`config.mk`:
```
export PLATFORM = sky130hd
export DESIGN_NAME = stream_find_replace_unit_flat
export DESIGN_NICKNAME = d
export VERILOG_FILES = /design/src/sv/sfr_pkg.sv /design/src/sv/sfr_channels.sv /design/src/sv/sfr_window_cell.sv /design/src/sv/sfr_emit_cell.sv /design/src/sv/stream_find_replace_unit.sv /design/src/flat_wrapper.sv
export SDC_FILE = /design/constraint.sdc
export NUM_CORES = 1
export LEC_CHECK = 0
export ABC_AREA = 1
export BUFFER_PORTS_ARGS = -buffer_cell sky130_fd_sc_hd__buf_4
export CELL_PAD_IN_SITES_DETAIL_PLACEMENT = 1
export CELL_PAD_IN_SITES_GLOBAL_PLACEMENT = 1
export CORE_ASPECT_RATIO = 1.2
export CORE_MARGIN = 2
export CORE_UTILIZATION = 39
export CTS_CLUSTER_DIAMETER = 120
export DETAILED_ROUTE_END_ITERATION = 10
export GPL_TIMING_DRIVEN = 1
export PLACE_DENSITY_LB_ADDON = 0.08
export SLEW_MARGIN = 0
export SYNTH_ARGS = -nofsm -noshare
export SYNTH_HDL_FRONTEND = slang
export SYNTH_HIERARCHICAL = 1
export SYNTH_SLANG_ARGS = --single-unit
```
`constraint.sdc`:
```
create_clock -name clock -period 6.2 [get_ports clock]
set_clock_uncertainty 0.2 [all_clocks]
set_input_delay 1.24 -clock clock [delete_from_list [all_inputs] [get_ports clock]]
set_output_delay 1.24 -clock clock [all_outputs]
set_load 0.01 [all_outputs]
```
`src/sv/sfr_pkg.sv`:
```
// shared constants and control structs for the stream find-and-replace block
package sfr_pkg;

   // default sizes of the pattern and replacement
   localparam int MAX_PATTERN_DEF = 8;
   localparam int MAX_REPLACE_DEF = 8;

   // character and configuration port widths
   localparam int BYTE_W     = 8;
   localparam int CSR_IDX_W  = 2;
   localparam int CSR_DATA_W = 64;
   localparam int LEN_W      = 4;

   // configuration register indexes
   localparam logic [CSR_IDX_W-1:0] CSR_MATCH_PATTERN   = 2'd0;
   localparam logic [CSR_IDX_W-1:0] CSR_MATCH_LEN       = 2'd1;
   localparam logic [CSR_IDX_W-1:0] CSR_REPLACE_PATTERN = 2'd2;
   localparam logic [CSR_IDX_W-1:0] CSR_REPLACE_LEN     = 2'd3;

   // control of one window cell
   typedef struct packed {
      logic sel_new;  // new byte lands in this cell
      logic load;     // write the new byte this cycle
      logic shift;    // take the neighbour's byte this cycle
      logic active;   // cell lies inside the pattern length
   } win_ctrl_type;

   // control of one emission cell
   typedef struct packed {
      logic load;     // start a new run of results
      logic use_rep;  // run takes replacement bytes, not window bytes
      logic shift;    // one result leaves the head this cycle
   } emit_ctrl_type;

endpackage

```
`src/sv/sfr_channels.sv`:
```
// handshake channels for the text input and the rewritten output
interface sfr_req_if;
   logic                         valid;
   logic                         ready;
   logic [sfr_pkg::BYTE_W-1:0]   in_byte;
   logic                         is_final;

   modport source (output valid, output in_byte, output is_final, input ready);
   modport sink   (input valid, input in_byte, input is_final, output ready);
endinterface

interface sfr_rsp_if;
   logic                         valid;
   logic                         ready;
   logic [sfr_pkg::BYTE_W-1:0]   out_byte;
   logic                         has_byte;
   logic                         run_last;
   logic                         text_end;

   modport source (output valid, output out_byte, output has_byte, output run_last,
                   output text_end, input ready);
   modport sink   (input valid, input out_byte, input has_byte, input run_last,
                   input text_end, output ready);
endinterface

```
`src/sv/sfr_window_cell.sv`:
```
// one cell of the pending window: holds a byte and compares it with its pattern byte
module sfr_window_cell (
   input  logic                        clock,
   input  sfr_pkg::win_ctrl_type       ctrl,
   input  logic [sfr_pkg::BYTE_W-1:0]  in_byte,
   input  logic [sfr_pkg::BYTE_W-1:0]  next_byte,
   input  logic [sfr_pkg::BYTE_W-1:0]  pat_byte,
   input  logic                        hit_in,
   output logic [sfr_pkg::BYTE_W-1:0]  eff_byte,
   output logic                        hit_out
);

   logic [sfr_pkg::BYTE_W-1:0] byte_ff;
   logic [sfr_pkg::BYTE_W-1:0] byte_in;

   // window content as seen with the incoming byte appended
   assign eff_byte = ctrl.sel_new ? in_byte : byte_ff;

   // match chain: cells past the pattern length always agree
   assign hit_out = hit_in && (!ctrl.active || (eff_byte == pat_byte));

   // shift towards the oldest end on a miss, else append
   always_comb begin
      byte_in = byte_ff;
      if (ctrl.shift) begin
         byte_in = next_byte;
      end else if (ctrl.load) begin
         byte_in = in_byte;
      end
   end

   always_ff @(posedge clock) begin
      byte_ff <= byte_in;
   end

endmodule

```
`src/sv/sfr_emit_cell.sv`:
```
// one cell of the emission line: loads a window or replacement byte, shifts to the head
module sfr_emit_cell (
   input  logic                        clock,
   input  sfr_pkg::emit_ctrl_type      ctrl,
   input  logic [sfr_pkg::BYTE_W-1:0]  win_byte,
   input  logic [sfr_pkg::BYTE_W-1:0]  rep_byte,
   input  logic [sfr_pkg::BYTE_W-1:0]  next_byte,
   output logic [sfr_pkg::BYTE_W-1:0]  cur_byte
);

   logic [sfr_pkg::BYTE_W-1:0] byte_ff;
   logic [sfr_pkg::BYTE_W-1:0] byte_in;

   // a new run overrides the shift of the run that is leaving
   always_comb begin
      byte_in = byte_ff;
      if (ctrl.load) begin
         byte_in = ctrl.use_rep ? rep_byte : win_byte;
      end else if (ctrl.shift) begin
         byte_in = next_byte;
      end
   end

   always_ff @(posedge clock) begin
      byte_ff <= byte_in;
   end

   assign cur_byte = byte_ff;

endmodule

```
`src/sv/stream_find_replace_unit.sv`:
```
// top level of the streaming find-and-replace block
//
// Rewrites a byte stream, replacing each non-overlapping occurrence of the
// configured pattern (1 to MAX_PATTERN bytes) with the replacement (0 to
// MAX_REPLACE bytes), scanning left to right. Pending bytes sit in a row of
// window cells that compare against the pattern as the new byte arrives; the
// results of one input are loaded into a row of emission cells and leave one
// per cycle through an output register unless the output stalls. Inputs that
// cause zero or one result flow at one per cycle unless the output stalls; an
// input that causes n results (up to max(MAX_PATTERN, MAX_REPLACE), including
// the flush on a final byte) holds off the next input until the last of them
// leaves the emission line. A final byte with nothing left to emit gives a
// single end marker with has_byte low. Writing match_len discards the pending
// window; the user must write configuration only while the block is idle, as
// the block does not enforce it. There is no clearing pass after reset.
module stream_find_replace_unit #(
   parameter int MAX_PATTERN = sfr_pkg::MAX_PATTERN_DEF,
   parameter int MAX_REPLACE = sfr_pkg::MAX_REPLACE_DEF
) (
   input  logic                              clock,
   input  logic                              reset,
   input  logic                              csr_we,
   input  logic [sfr_pkg::CSR_IDX_W-1:0]     csr_index,
   input  logic [sfr_pkg::CSR_DATA_W-1:0]    csr_data,
   sfr_req_if.sink                           req_bus,
   sfr_rsp_if.source                         rsp_bus
);

   localparam int ED = (MAX_PATTERN > MAX_REPLACE) ? MAX_PATTERN : MAX_REPLACE;
   localparam int CW = $clog2(MAX_PATTERN + 1);
   localparam int EW = $clog2(ED + 1);
   localparam int BW = sfr_pkg::BYTE_W;
   localparam int LW = sfr_pkg::LEN_W;
   localparam int DW = sfr_pkg::CSR_DATA_W;

   // configuration registers
   logic [DW-1:0] match_pattern_ff, match_pattern_in;
   logic [LW-1:0] match_len_ff, match_len_in;
   logic [DW-1:0] replace_pattern_ff, replace_pattern_in;
   logic [LW-1:0] replace_len_ff, replace_len_in;

   // window and emission control state
   logic [CW-1:0] count_ff, count_in;
   logic [EW-1:0] emit_left_ff, emit_left_in;
   logic          emit_final_ff, emit_final_in;
   logic          emit_mark_ff, emit_mark_in;

   // output register
   logic          rsp_valid_ff, rsp_valid_in;
   logic [BW-1:0] rsp_byte_ff, rsp_byte_in;
   logic          rsp_has_ff, rsp_has_in;
   logic          rsp_last_ff, rsp_last_in;
   logic          rsp_end_ff, rsp_end_in;

   logic [CW-1:0] mlen;
   logic [EW-1:0] rlen;
   logic [CW-1:0] count_new;
   logic          accept, full, hit, miss;
   logic [EW-1:0] n_job, n_total;
   logic          mark_new, start, out_take;

   sfr_pkg::win_ctrl_type  win_ctrl  [MAX_PATTERN];
   sfr_pkg::emit_ctrl_type emit_ctrl;
   logic [BW-1:0]          win_eff   [MAX_PATTERN];
   logic                   hit_chain [MAX_PATTERN+1];
   logic [BW-1:0]          emit_byte [ED];

   // effective lengths: zero pattern length counts as one, both saturate
   always_comb begin
      if (match_len_ff == '0) begin
         mlen = CW'(1);
      end else if (match_len_ff > LW'(MAX_PATTERN)) begin
         mlen = CW'(MAX_PATTERN);
      end else begin
         mlen = CW'(match_len_ff);
      end
      if (replace_len_ff > LW'(MAX_REPLACE)) begin
         rlen = EW'(MAX_REPLACE);
      end else begin
         rlen = EW'(replace_len_ff);
      end
   end

   // configuration writes
   always_comb begin
      match_pattern_in   = match_pattern_ff;
      match_len_in       = match_len_ff;
      replace_pattern_in = replace_pattern_ff;
      replace_len_in     = replace_len_ff;
      if (csr_we) begin
         case (csr_index)
            sfr_pkg::CSR_MATCH_PATTERN:   match_pattern_in   = csr_data;
            sfr_pkg::CSR_MATCH_LEN:       match_len_in       = csr_data[LW-1:0];
            sfr_pkg::CSR_REPLACE_PATTERN: replace_pattern_in = csr_data;
            sfr_pkg::CSR_REPLACE_LEN:     replace_len_in     = csr_data[LW-1:0];
            default: ;
         endcase
      end
   end

   // input transfer and window decision
   assign out_take      = (emit_left_ff != '0) && (!rsp_valid_ff || rsp_bus.ready);
   assign req_bus.ready = (emit_left_ff == '0) || ((emit_left_ff == EW'(1)) && out_take);
   assign accept        = req_bus.valid && req_bus.ready;
   assign count_new     = count_ff + CW'(1);
   assign full          = (count_new == mlen);
   assign hit           = full && hit_chain[MAX_PATTERN];
   assign miss          = full && !hit_chain[MAX_PATTERN];

   // row of window cells
   assign hit_chain[0] = 1'b1;
   for (genvar gi = 0; gi < MAX_PATTERN; gi++) begin : g_win
      logic [BW-1:0] next_byte;
      if (gi == MAX_PATTERN - 1) begin : g_tail
         assign next_byte = '0;
      end else begin : g_body
         assign next_byte = win_eff[gi+1];
      end
      always_comb begin
         win_ctrl[gi].sel_new = (count_ff == CW'(gi));
         win_ctrl[gi].load    = accept && (count_ff == CW'(gi));
         win_ctrl[gi].shift   = accept && miss;
         win_ctrl[gi].active  = (CW'(gi) < mlen);
      end
      sfr_window_cell u_cell (
         .clock     (clock),
         .ctrl      (win_ctrl[gi]),
         .in_byte   (req_bus.in_byte),
         .next_byte (next_byte),
         .pat_byte  (match_pattern_ff[BW*gi +: BW]),
         .hit_in    (hit_chain[gi]),
         .eff_byte  (win_eff[gi]),
         .hit_out   (hit_chain[gi+1])
      );
   end

   // size of the run of results caused by this input
   always_comb begin
      if (hit) begin
         n_job = rlen;
      end else if (miss) begin
         n_job = req_bus.is_final ? EW'(mlen) : EW'(1);
      end else begin
         n_job = req_bus.is_final ? EW'(count_new) : '0;
      end
      mark_new = req_bus.is_final && (n_job == '0);
      n_total  = mark_new ? EW'(1) : n_job;
   end

   assign start = accept && (n_total != '0);

   // row of emission cells
   assign emit_ctrl.load    = start;
   assign emit_ctrl.use_rep = hit;
   assign emit_ctrl.shift   = out_take;

   for (genvar gj = 0; gj < ED; gj++) begin : g_emit
      logic [BW-1:0] win_src, rep_src, next_src;
      if (gj < MAX_PATTERN) begin : g_win_src
         assign win_src = win_eff[gj];
      end else begin : g_no_win
         assign win_src = '0;
      end
      if (gj < MAX_REPLACE) begin : g_rep_src
         assign rep_src = replace_pattern_ff[BW*gj +: BW];
      end else begin : g_no_rep
         assign rep_src = '0;
      end
      if (gj == ED - 1) begin : g_tail
         assign next_src = '0;
      end else begin : g_body
         assign next_src = emit_byte[gj+1];
      end
      sfr_emit_cell u_cell (
         .clock     (clock),
         .ctrl      (emit_ctrl),
         .win_byte  (win_src),
         .rep_byte  (rep_src),
         .next_byte (next_src),
         .cur_byte  (emit_byte[gj])
      );
   end

   // window count, run bookkeeping and output register
   always_comb begin
      count_in      = count_ff;
      emit_left_in  = emit_left_ff;
      emit_final_in = emit_final_ff;
      emit_mark_in  = emit_mark_ff;
      rsp_valid_in  = rsp_valid_ff;
      rsp_byte_in   = rsp_byte_ff;
      rsp_has_in    = rsp_has_ff;
      rsp_last_in   = rsp_last_ff;
      rsp_end_in    = rsp_end_ff;

      if (accept) begin
         if (hit || req_bus.is_final) begin
            count_in = '0;
         end else if (!full) begin
            count_in = count_new;
         end
      end
      if (csr_we && (csr_index == sfr_pkg::CSR_MATCH_LEN)) begin
         count_in = '0;
      end

      if (rsp_bus.ready) begin
         rsp_valid_in = 1'b0;
      end
      if (out_take) begin
         emit_left_in = emit_left_ff - EW'(1);
         rsp_valid_in = 1'b1;
         rsp_byte_in  = emit_mark_ff ? '0 : emit_byte[0];
         rsp_has_in   = !emit_mark_ff;
         rsp_last_in  = (emit_left_ff == EW'(1));
         rsp_end_in   = (emit_left_ff == EW'(1)) && emit_final_ff;
      end
      if (start) begin
         emit_left_in  = n_total;
         emit_final_in = req_bus.is_final;
         emit_mark_in  = mark_new;
      end
   end

   always_ff @(posedge clock) begin
      if (reset) begin
         match_pattern_ff   <= '0;
         match_len_ff       <= LW'(1);
         replace_pattern_ff <= '0;
         replace_len_ff     <= '0;
         count_ff           <= '0;
         emit_left_ff       <= '0;
         emit_final_ff      <= 1'b0;
         emit_mark_ff       <= 1'b0;
         rsp_valid_ff       <= 1'b0;
      end else begin
         match_pattern_ff   <= match_pattern_in;
         match_len_ff       <= match_len_in;
         replace_pattern_ff <= replace_pattern_in;
         replace_len_ff     <= replace_len_in;
         count_ff           <= count_in;
         emit_left_ff       <= emit_left_in;
         emit_final_ff      <= emit_final_in;
         emit_mark_ff       <= emit_mark_in;
         rsp_valid_ff       <= rsp_valid_in;
      end
   end

   always_ff @(posedge clock) begin
      rsp_byte_ff <= rsp_byte_in;
      rsp_has_ff  <= rsp_has_in;
      rsp_last_ff <= rsp_last_in;
      rsp_end_ff  <= rsp_end_in;
   end

   assign rsp_bus.valid    = rsp_valid_ff;
   assign rsp_bus.out_byte = rsp_byte_ff;
   assign rsp_bus.has_byte = rsp_has_ff;
   assign rsp_bus.run_last = rsp_last_ff;
   assign rsp_bus.text_end = rsp_end_ff;

   // window never reaches the pattern length between transfers
   a_count_bound: assert property (@(posedge clock) disable iff (reset)
      count_ff < mlen)
      else $error("window count reached pattern length");

   // a final byte always leaves an empty window
   a_final_clears: assert property (@(posedge clock) disable iff (reset)
      (req_bus.valid && req_bus.ready && req_bus.is_final) |=> (count_ff == '0))
      else $error("window not emptied after final byte");

   // end of text only on the last result of a run
   a_end_is_last: assert property (@(posedge clock) disable iff (reset)
      (rsp_bus.valid && rsp_bus.text_end) |-> rsp_bus.run_last)
      else $error("text end outside last result of a run");

   // an empty result is only ever the end marker
   a_marker_form: assert property (@(posedge clock) disable iff (reset)
      (rsp_bus.valid && !rsp_bus.has_byte) |-> (rsp_bus.text_end && rsp_bus.out_byte == '0))
      else $error("empty result that is not an end marker");

endmodule

```
`src/flat_wrapper.sv`:
```
// flat-port wrapper written by rule: the top's interface ports become plain ports
module stream_find_replace_unit_flat 
#(
   parameter int MAX_PATTERN = sfr_pkg::MAX_PATTERN_DEF,
   parameter int MAX_REPLACE = sfr_pkg::MAX_REPLACE_DEF
)
  (clock, reset, csr_we, csr_index, csr_data, req_bus_valid, req_bus_in_byte, req_bus_is_final, req_bus_ready, rsp_bus_valid, rsp_bus_out_byte, rsp_bus_has_byte, rsp_bus_run_last, rsp_bus_text_end, rsp_bus_ready);
  sfr_req_if req_bus_i ();
  sfr_rsp_if rsp_bus_i ();
  input  logic clock;
  input  logic reset;
  input  logic csr_we;
  input  logic [sfr_pkg::CSR_IDX_W-1:0] csr_index;
  input  logic [sfr_pkg::CSR_DATA_W-1:0] csr_data;
  input wire logic [$bits(req_bus_i.valid)-1:0] req_bus_valid;
  input wire logic [$bits(req_bus_i.in_byte)-1:0] req_bus_in_byte;
  input wire logic [$bits(req_bus_i.is_final)-1:0] req_bus_is_final;
  output wire logic [$bits(req_bus_i.ready)-1:0] req_bus_ready;
  output wire logic [$bits(rsp_bus_i.valid)-1:0] rsp_bus_valid;
  output wire logic [$bits(rsp_bus_i.out_byte)-1:0] rsp_bus_out_byte;
  output wire logic [$bits(rsp_bus_i.has_byte)-1:0] rsp_bus_has_byte;
  output wire logic [$bits(rsp_bus_i.run_last)-1:0] rsp_bus_run_last;
  output wire logic [$bits(rsp_bus_i.text_end)-1:0] rsp_bus_text_end;
  input wire logic [$bits(rsp_bus_i.ready)-1:0] rsp_bus_ready;
  assign req_bus_i.valid = req_bus_valid;
  assign req_bus_i.in_byte = req_bus_in_byte;
  assign req_bus_i.is_final = req_bus_is_final;
  assign req_bus_ready = req_bus_i.ready;
  assign rsp_bus_valid = rsp_bus_i.valid;
  assign rsp_bus_out_byte = rsp_bus_i.out_byte;
  assign rsp_bus_has_byte = rsp_bus_i.has_byte;
  assign rsp_bus_run_last = rsp_bus_i.run_last;
  assign rsp_bus_text_end = rsp_bus_i.text_end;
  assign rsp_bus_i.ready = rsp_bus_ready;
  stream_find_replace_unit #(.MAX_PATTERN(MAX_PATTERN), .MAX_REPLACE(MAX_REPLACE)) u_core (.clock(clock), .reset(reset), .csr_we(csr_we), .csr_index(csr_index), .csr_data(csr_data), .req_bus(req_bus_i), .rsp_bus(rsp_bus_i));
endmodule
```
### Word-level counts from Yosys, hierarchy flattened

Index checks and enable logic that the tools add are counted.

| word-level totals | value |
|---|---|
| register bits | 286 |
| bits of input ports | 80 |
| output and inout port bits | 13 |
| logic and storage cells | 191 |

| operators by class | value |
|---|---|
| add/subtract/negate cells | 2 |
| order comparisons | 10 |
| eq/ne operators | 21 |
| mux-type cells | 60 |
| reduce and logical (&&, ||, !) cells | 69 |

Operator list:

| operator | number |
|---|---|
| 8-bit 2-to-1 mux | 46 |
| 8-bit == test | 8 |
| 4-bit 2-to-1 mux | 12 |
| 1-bit logical AND | 25 |
| 2-bit nonzero test | 9 |
| 4-bit by 3-bit == test with 1-bit output (second input constant) | 4 |
| 4-bit zero test | 4 |
| 3-bit by 4-bit < comparator with 1-bit output (first input constant) | 4 |
| 1-bit zero test | 11 |
| 1-bit logical OR | 11 |
| 2-bit AND reduction | 5 |
| 4-bit by 1-bit == test with 1-bit output (second input constant) | 2 |
| 4-bit by 2-bit == test with 1-bit output (second input constant) | 2 |
| 4-bit > comparator (second input constant) | 2 |
| 1-bit by 4-bit < comparator with 1-bit output (first input constant) | 2 |
| 2-bit by 4-bit < comparator with 1-bit output (first input constant) | 2 |
| 4-bit nonzero test | 2 |
| 4-bit by 1-bit adder with 4-bit output (second input constant) | 1 |
| 2-bit == test (second input constant) | 2 |
| 4-bit == test | 1 |
| 4-bit by 1-bit subtractor with 4-bit output (second input constant) | 1 |
| 2-bit by 1-bit == test with 1-bit output (second input constant) | 1 |
| 2-bit zero test | 1 |
| 1-bit 2-to-1 mux | 2 |
| other kinds (2) | 2 |

### Logic depth before layout (Yosys ltp)

| depth | value |
|---|---|
| depth after elaboration | 23 |
| mapped depth | 40 |
| depth with buffers taken out | 38 |

### By module

The synthesis kept the hierarchy.

By module, submodules not included:

| module | instances | cells each | area an instance (µm²) | sequential area each (µm²) |
|---|---|---|---|---|
| stream_find_replace_unit | 1 | 808 | 6,213.5 | 3,273.1 |
| sfr_window_cell | 8 | 101 | 664.4 | 240.2 |
| sfr_emit_cell | 8 | 69 | 509.2 | 240.2 |

### Worst setup path after synthesis

No wires, ideal clock.

| timing | value |
|---|---|
| kind | input -> register |
| start point | input req_bus_in_byte[7] |
| end point | register u_core.g_emit[0].u_cell.byte_ff, in the netlist u_core/g_emit[0].u_cell/cur_byte[0], enable pin |
| library setup time | 283 ps |
| arrival | 4,046 ps |
| required time | 5,717 ps |
| setup slack | 1,671 ps |
| stages | 32 |
| buffers on the path | 1 |
| path through | nand2_1 nand2_1 nand2_1 nand2_1 inv_1 nand2_1 nor2_1 nand2_1 a21oi_2 inv_1 a21oi_2 inv_1 a21oi_2 inv_1 a21oi_2 inv_1 a21oi_2 inv_1 a21oi_2 inv_1 a21oi_2 inv_1 a21oi_2 inv_1 nand4_1 nand3_1 nor2_2 nand2_2 nand2_2 nand2_2 buf_6 or2_1 |

RTL lines:

| what | line | text |
|---|---|---|
| from (decl) | flat_wrapper.sv:16 | `input wire logic [$bits(req_bus_i.in_byte)-1:0] req_bus_in_byte;` |
| to (signal assigned) | sfr_emit_cell.sv:25 | `byte_ff <= byte_in;` |
| to (decl) | sfr_emit_cell.sv:11 | `logic [sfr_pkg::BYTE_W-1:0] byte_ff;` |

==> results.txt <==
----------------------------------------------------
[Run status]
  Status ... complete, no violations

[Placed design]
  Last weighted congestion value of the routability-driven placer ... 0.835
  Detail Placement HPWL ... 34500 µm
  Number of buffer cells added on primary ports ... 92

[Finish]
  Footprint of the multi-input gates ... approximately 6800 µm²
  Most common library cell in the layout ignoring fill and taps ... sky130_fd_sc_hd__nand2_1
  Diode insertion count for antenna repair ... 0
  Layout filler cell count ... 5088
  Area added between synthesis and finish ... 14.9%
  Layout cells sized above 1 ... 0.160
  Highest-count cells in the layout ignoring fill and taps ... sky130_fd_sc_hd__nand2_1 (752), sky130_fd_sc_hd__inv_1 (255), sky130_fd_sc_hd__nor2_1 (175)
  Total number of nets in the final design ... 2348
  Utilization after layout ... 0.452
  Total area of sequential cells ... 7120 µm²

[Power and ir drop]
  P_leak ... 8.22 nW
  Power Dens Cells ... 424 nW/µm²
  Total chip power ... 7.60 mW
  Max rail drop VDD ... 0.185 mV

[Clock network]
  Clock transition at the registers of the reported paths ... 0.06 ns
  Total clock buffers created by CTS ... 35
  Clock net sink count ... 286
  Buffer depth of the longest clock path ... 3
  CTS tree ... yes
  Root Buffer ... sky130_fd_sc_hd__clkbuf_16
  H-tree level count ... 2
  Source-to-sink clock delay at the later pin of the worst-skew pair ... 0.52 ns
  Setup bufs post-CTS ... 0
  # resized after CTS ... 0
  Hold-fix buffers, CTS ... 0

[Yosys]
  Total number of yosys warnings ... 6
  Synthesized cell area ... 15600 µm²
  Async set-reset flop share out of synthesis ... 0
  Leading register cell type out of synthesis ... sky130_fd_sc_hd__dfxtp_1
  Number of enable-type register cells in the synthesized netlist ... around 140
  Gate Count Post-Synth ... between 2000 and 2500
  Mapped Avg Cell Area ... 7.20 µm²
  Post-synthesis cell type count ... 36
  Seq/Total Area, Yosys ... 0.456
  #FFs+latches synth ... 286

[Die]
  Initial cell density of the core ... 0.394
  Overall die width ... ~190 µm
  Core region area ... 39600 µm²
  Row cnt ... 80
  Vertical extent of the die ... 223 µm
  Die Area ... 41600 µm²
  Number of top-level pins ... 93

[STA]
  Count of final setup violators ... 0
  Period utilization ... 0.861
  Hold Fails Final Rpt ... 0
  Maximum clock frequency ... 187 MHz
  Max transition margin ... 0.299
  Shortest clock period the worst path allows after layout ... 5.34 ns
  Worst-Margin Slew ... 1.05 ns
  Fin Setup TNS ... 0 ns
  Pins over their slew limit ... 0
  RSZ-0062 raised after global routing ... no

[Worst setup path]
  Worst EP arrival ... 5.41 ns
  Biggest cell delay along the critical path ... between 0.4 and 0.5 ns
  Most common cell type on the critical path ... sky130_fd_sc_hd__inv_1
  Critical path data required time ... roughly 6.3 ns
  Startpoint class of the critical path ... flip-flop
  Setup Crit Path Kind ... reg -> reg
  Worst Path Max Fanout ... 33
  Endpoint type of the worst setup path ... flip-flop
  Standard cell with the maximum stage delay on the critical path ... sky130_fd_sc_hd__dfxtp_1

[Routing]
  DRT Pass-1 Iters ... 5
  Detailed-route wire length ... 47000 µm
  Drc violations ... 0
  Wire length on met1 ... ~20000 µm
  Met3 layer wire length in the routed design ... about 1200 µm
  Met2 WL ... 24500 µm
  Top routing layer in use ... met4
  DRT iter0 DRCs ... 577
  Vias post-DR ... roughly 14000
  Count of antenna-violating nets left after detailed routing ... 0
  WL per Instance ... about 17 µm
  Average via count per standard cell ... about 4.8

[Global route]
  Number of global-route vias before repair ... around 14000
  Largest net degree at the start of global routing ... 81
  Global-route wire length before repair ... 76100 µm
  Global routing usage summed across all routing layers ... 0.230
  Initial antenna violation count ... 0
  Overflow left after global routing ... 0

[Job]
  Max-cap violations ... 0

[Hold path]
  Path class of the lowest-slack min-delay path ... reg -> reg

----------------------------------------------------
cells in the mapped netlist, types with 10 or more instances:
cell / count / area [µm²]
sky130_fd_sc_hd__nand2_2: 87 / 544
sky130_fd_sc_hd__dfxtp_1: 147 / 2940
sky130_fd_sc_hd__inv_2: 59 / 221
sky130_fd_sc_hd__nor3_1: 10 / 50.1
sky130_fd_sc_hd__nand2_1: 752 / 2820
sky130_fd_sc_hd__nand3_1: 99 / 495
sky130_fd_sc_hd__buf_6: 24 / 270
sky130_fd_sc_hd__o21ai_0: 152 / 761
sky130_fd_sc_hd__nor2_1: 176 / 661
sky130_fd_sc_hd__nand3b_1: 48 / 360
sky130_fd_sc_hd__a21oi_1: 80 / 400
sky130_fd_sc_hd__inv_1: 257 / 965
sky130_fd_sc_hd__clkbuf_1: 51 / 191
sky130_fd_sc_hd__edfxtp_1: 139 / 4170
path summary, 6_finish.rpt:
kind                                                                 start                                       endpoint  slack (ns)  depth (start not counted)
worst max-delay path                       u_core/count_ff[0]$_SDFFE_PP0P_  u_core/g_emit[4].u_cell/cur_byte[7]$_DFFE_PP_        0.86                         39
worst min-delay path            u_core/replace_pattern_ff[46]$_SDFFE_PP0P_     u_core/replace_pattern_ff[46]$_SDFFE_PP0P_        0.24                          2
worst max register to register             u_core/count_ff[0]$_SDFFE_PP0P_  u_core/g_emit[4].u_cell/cur_byte[7]$_DFFE_PP_        0.86                         39
worst min register to register  u_core/replace_pattern_ff[46]$_SDFFE_PP0P_     u_core/replace_pattern_ff[46]$_SDFFE_PP0P_        0.24                          2
stage by stage:
step	instances	hold slack, ns	setup slack [ns]	instance area, µm²
6_report	2821	0.243	0.861	17900
3_3_place_gp	2758	0.232	0.866	16800
5_1_grt	2821	0.261	0.325	17900
4_1_cts	2821	0.246	0.820	17900
3_5_place_dp	2758	0.237	0.687	16800
2_1_floorplan	2184	0.224	1.67	15700
registers in the layout, indices dropped and copies added, names as in the netlist:
name and flops:
u_core/g_emit.u_cell/cur_byte 64, u_core/g_win.u_cell/byte_ff 64, u_core/match_pattern_ff 64, u_core/replace_pattern_ff 64
u_core/rsp_bus.out_byte 8, u_core/count_ff 4, u_core/emit_left_ff 4, u_core/match_len_ff 4
u_core/replace_len_ff 4, u_core/emit_final_ff 1, u_core/emit_mark_ff 1, u_core/rsp_bus.has_byte 1
u_core/rsp_bus.run_last 1, u_core/rsp_bus.text_end 1, u_core/rsp_bus.valid 1
per-layer routing:
metal	up-vias	track usage
met5	-	0
met4	0	0.0773
met3	77	0.0291
met2	158	0.437
met1	6488	0.266
li1	6914	-
cell type report:
type	instances	share of cell area
multi-input combinational	1489	0.377
clock inverter	11	0.00412
inverter	332	0.0752
timing repair buffer	118	0.0501
sequential	286	0.397
tap	533	0.0372
clock buffer	52	0.0593
report_power, final:
| group | switching [mW] | internal (mW) |
|---|---|---|
| clock network | 0.802 | 1.22 |
| logic | 1.82 | 0.820 |
| registers | 0.218 | 2.72 |
| total | 2.84 | 4.76 |
cells by family after synthesis:
family / after synthesis / synth area share
adders and majority gates: 6 / 0.00481
xor gates and xnor gates: 4 / 0.00225
other: 2 / 0.000481
DFF: 286 / 0.456
and+or+nand+nor: 1213 / 0.337
buffers and inverters: 409 / 0.116
AOI/OAI and AO/OA: 248 / 0.0825
worst max-delay path, delay by kind of cell, from the launching register on:
kind | cells | cell delay [ns]
fa+ha+maj | 1 | 0.22
buf+inv | 14 | 1.63
simple gates | 16 | 1.54
flops | 1 | 0.49
compound gates | 8 | 0.98
No activity file was read; power rests on OpenSTA's default activity.
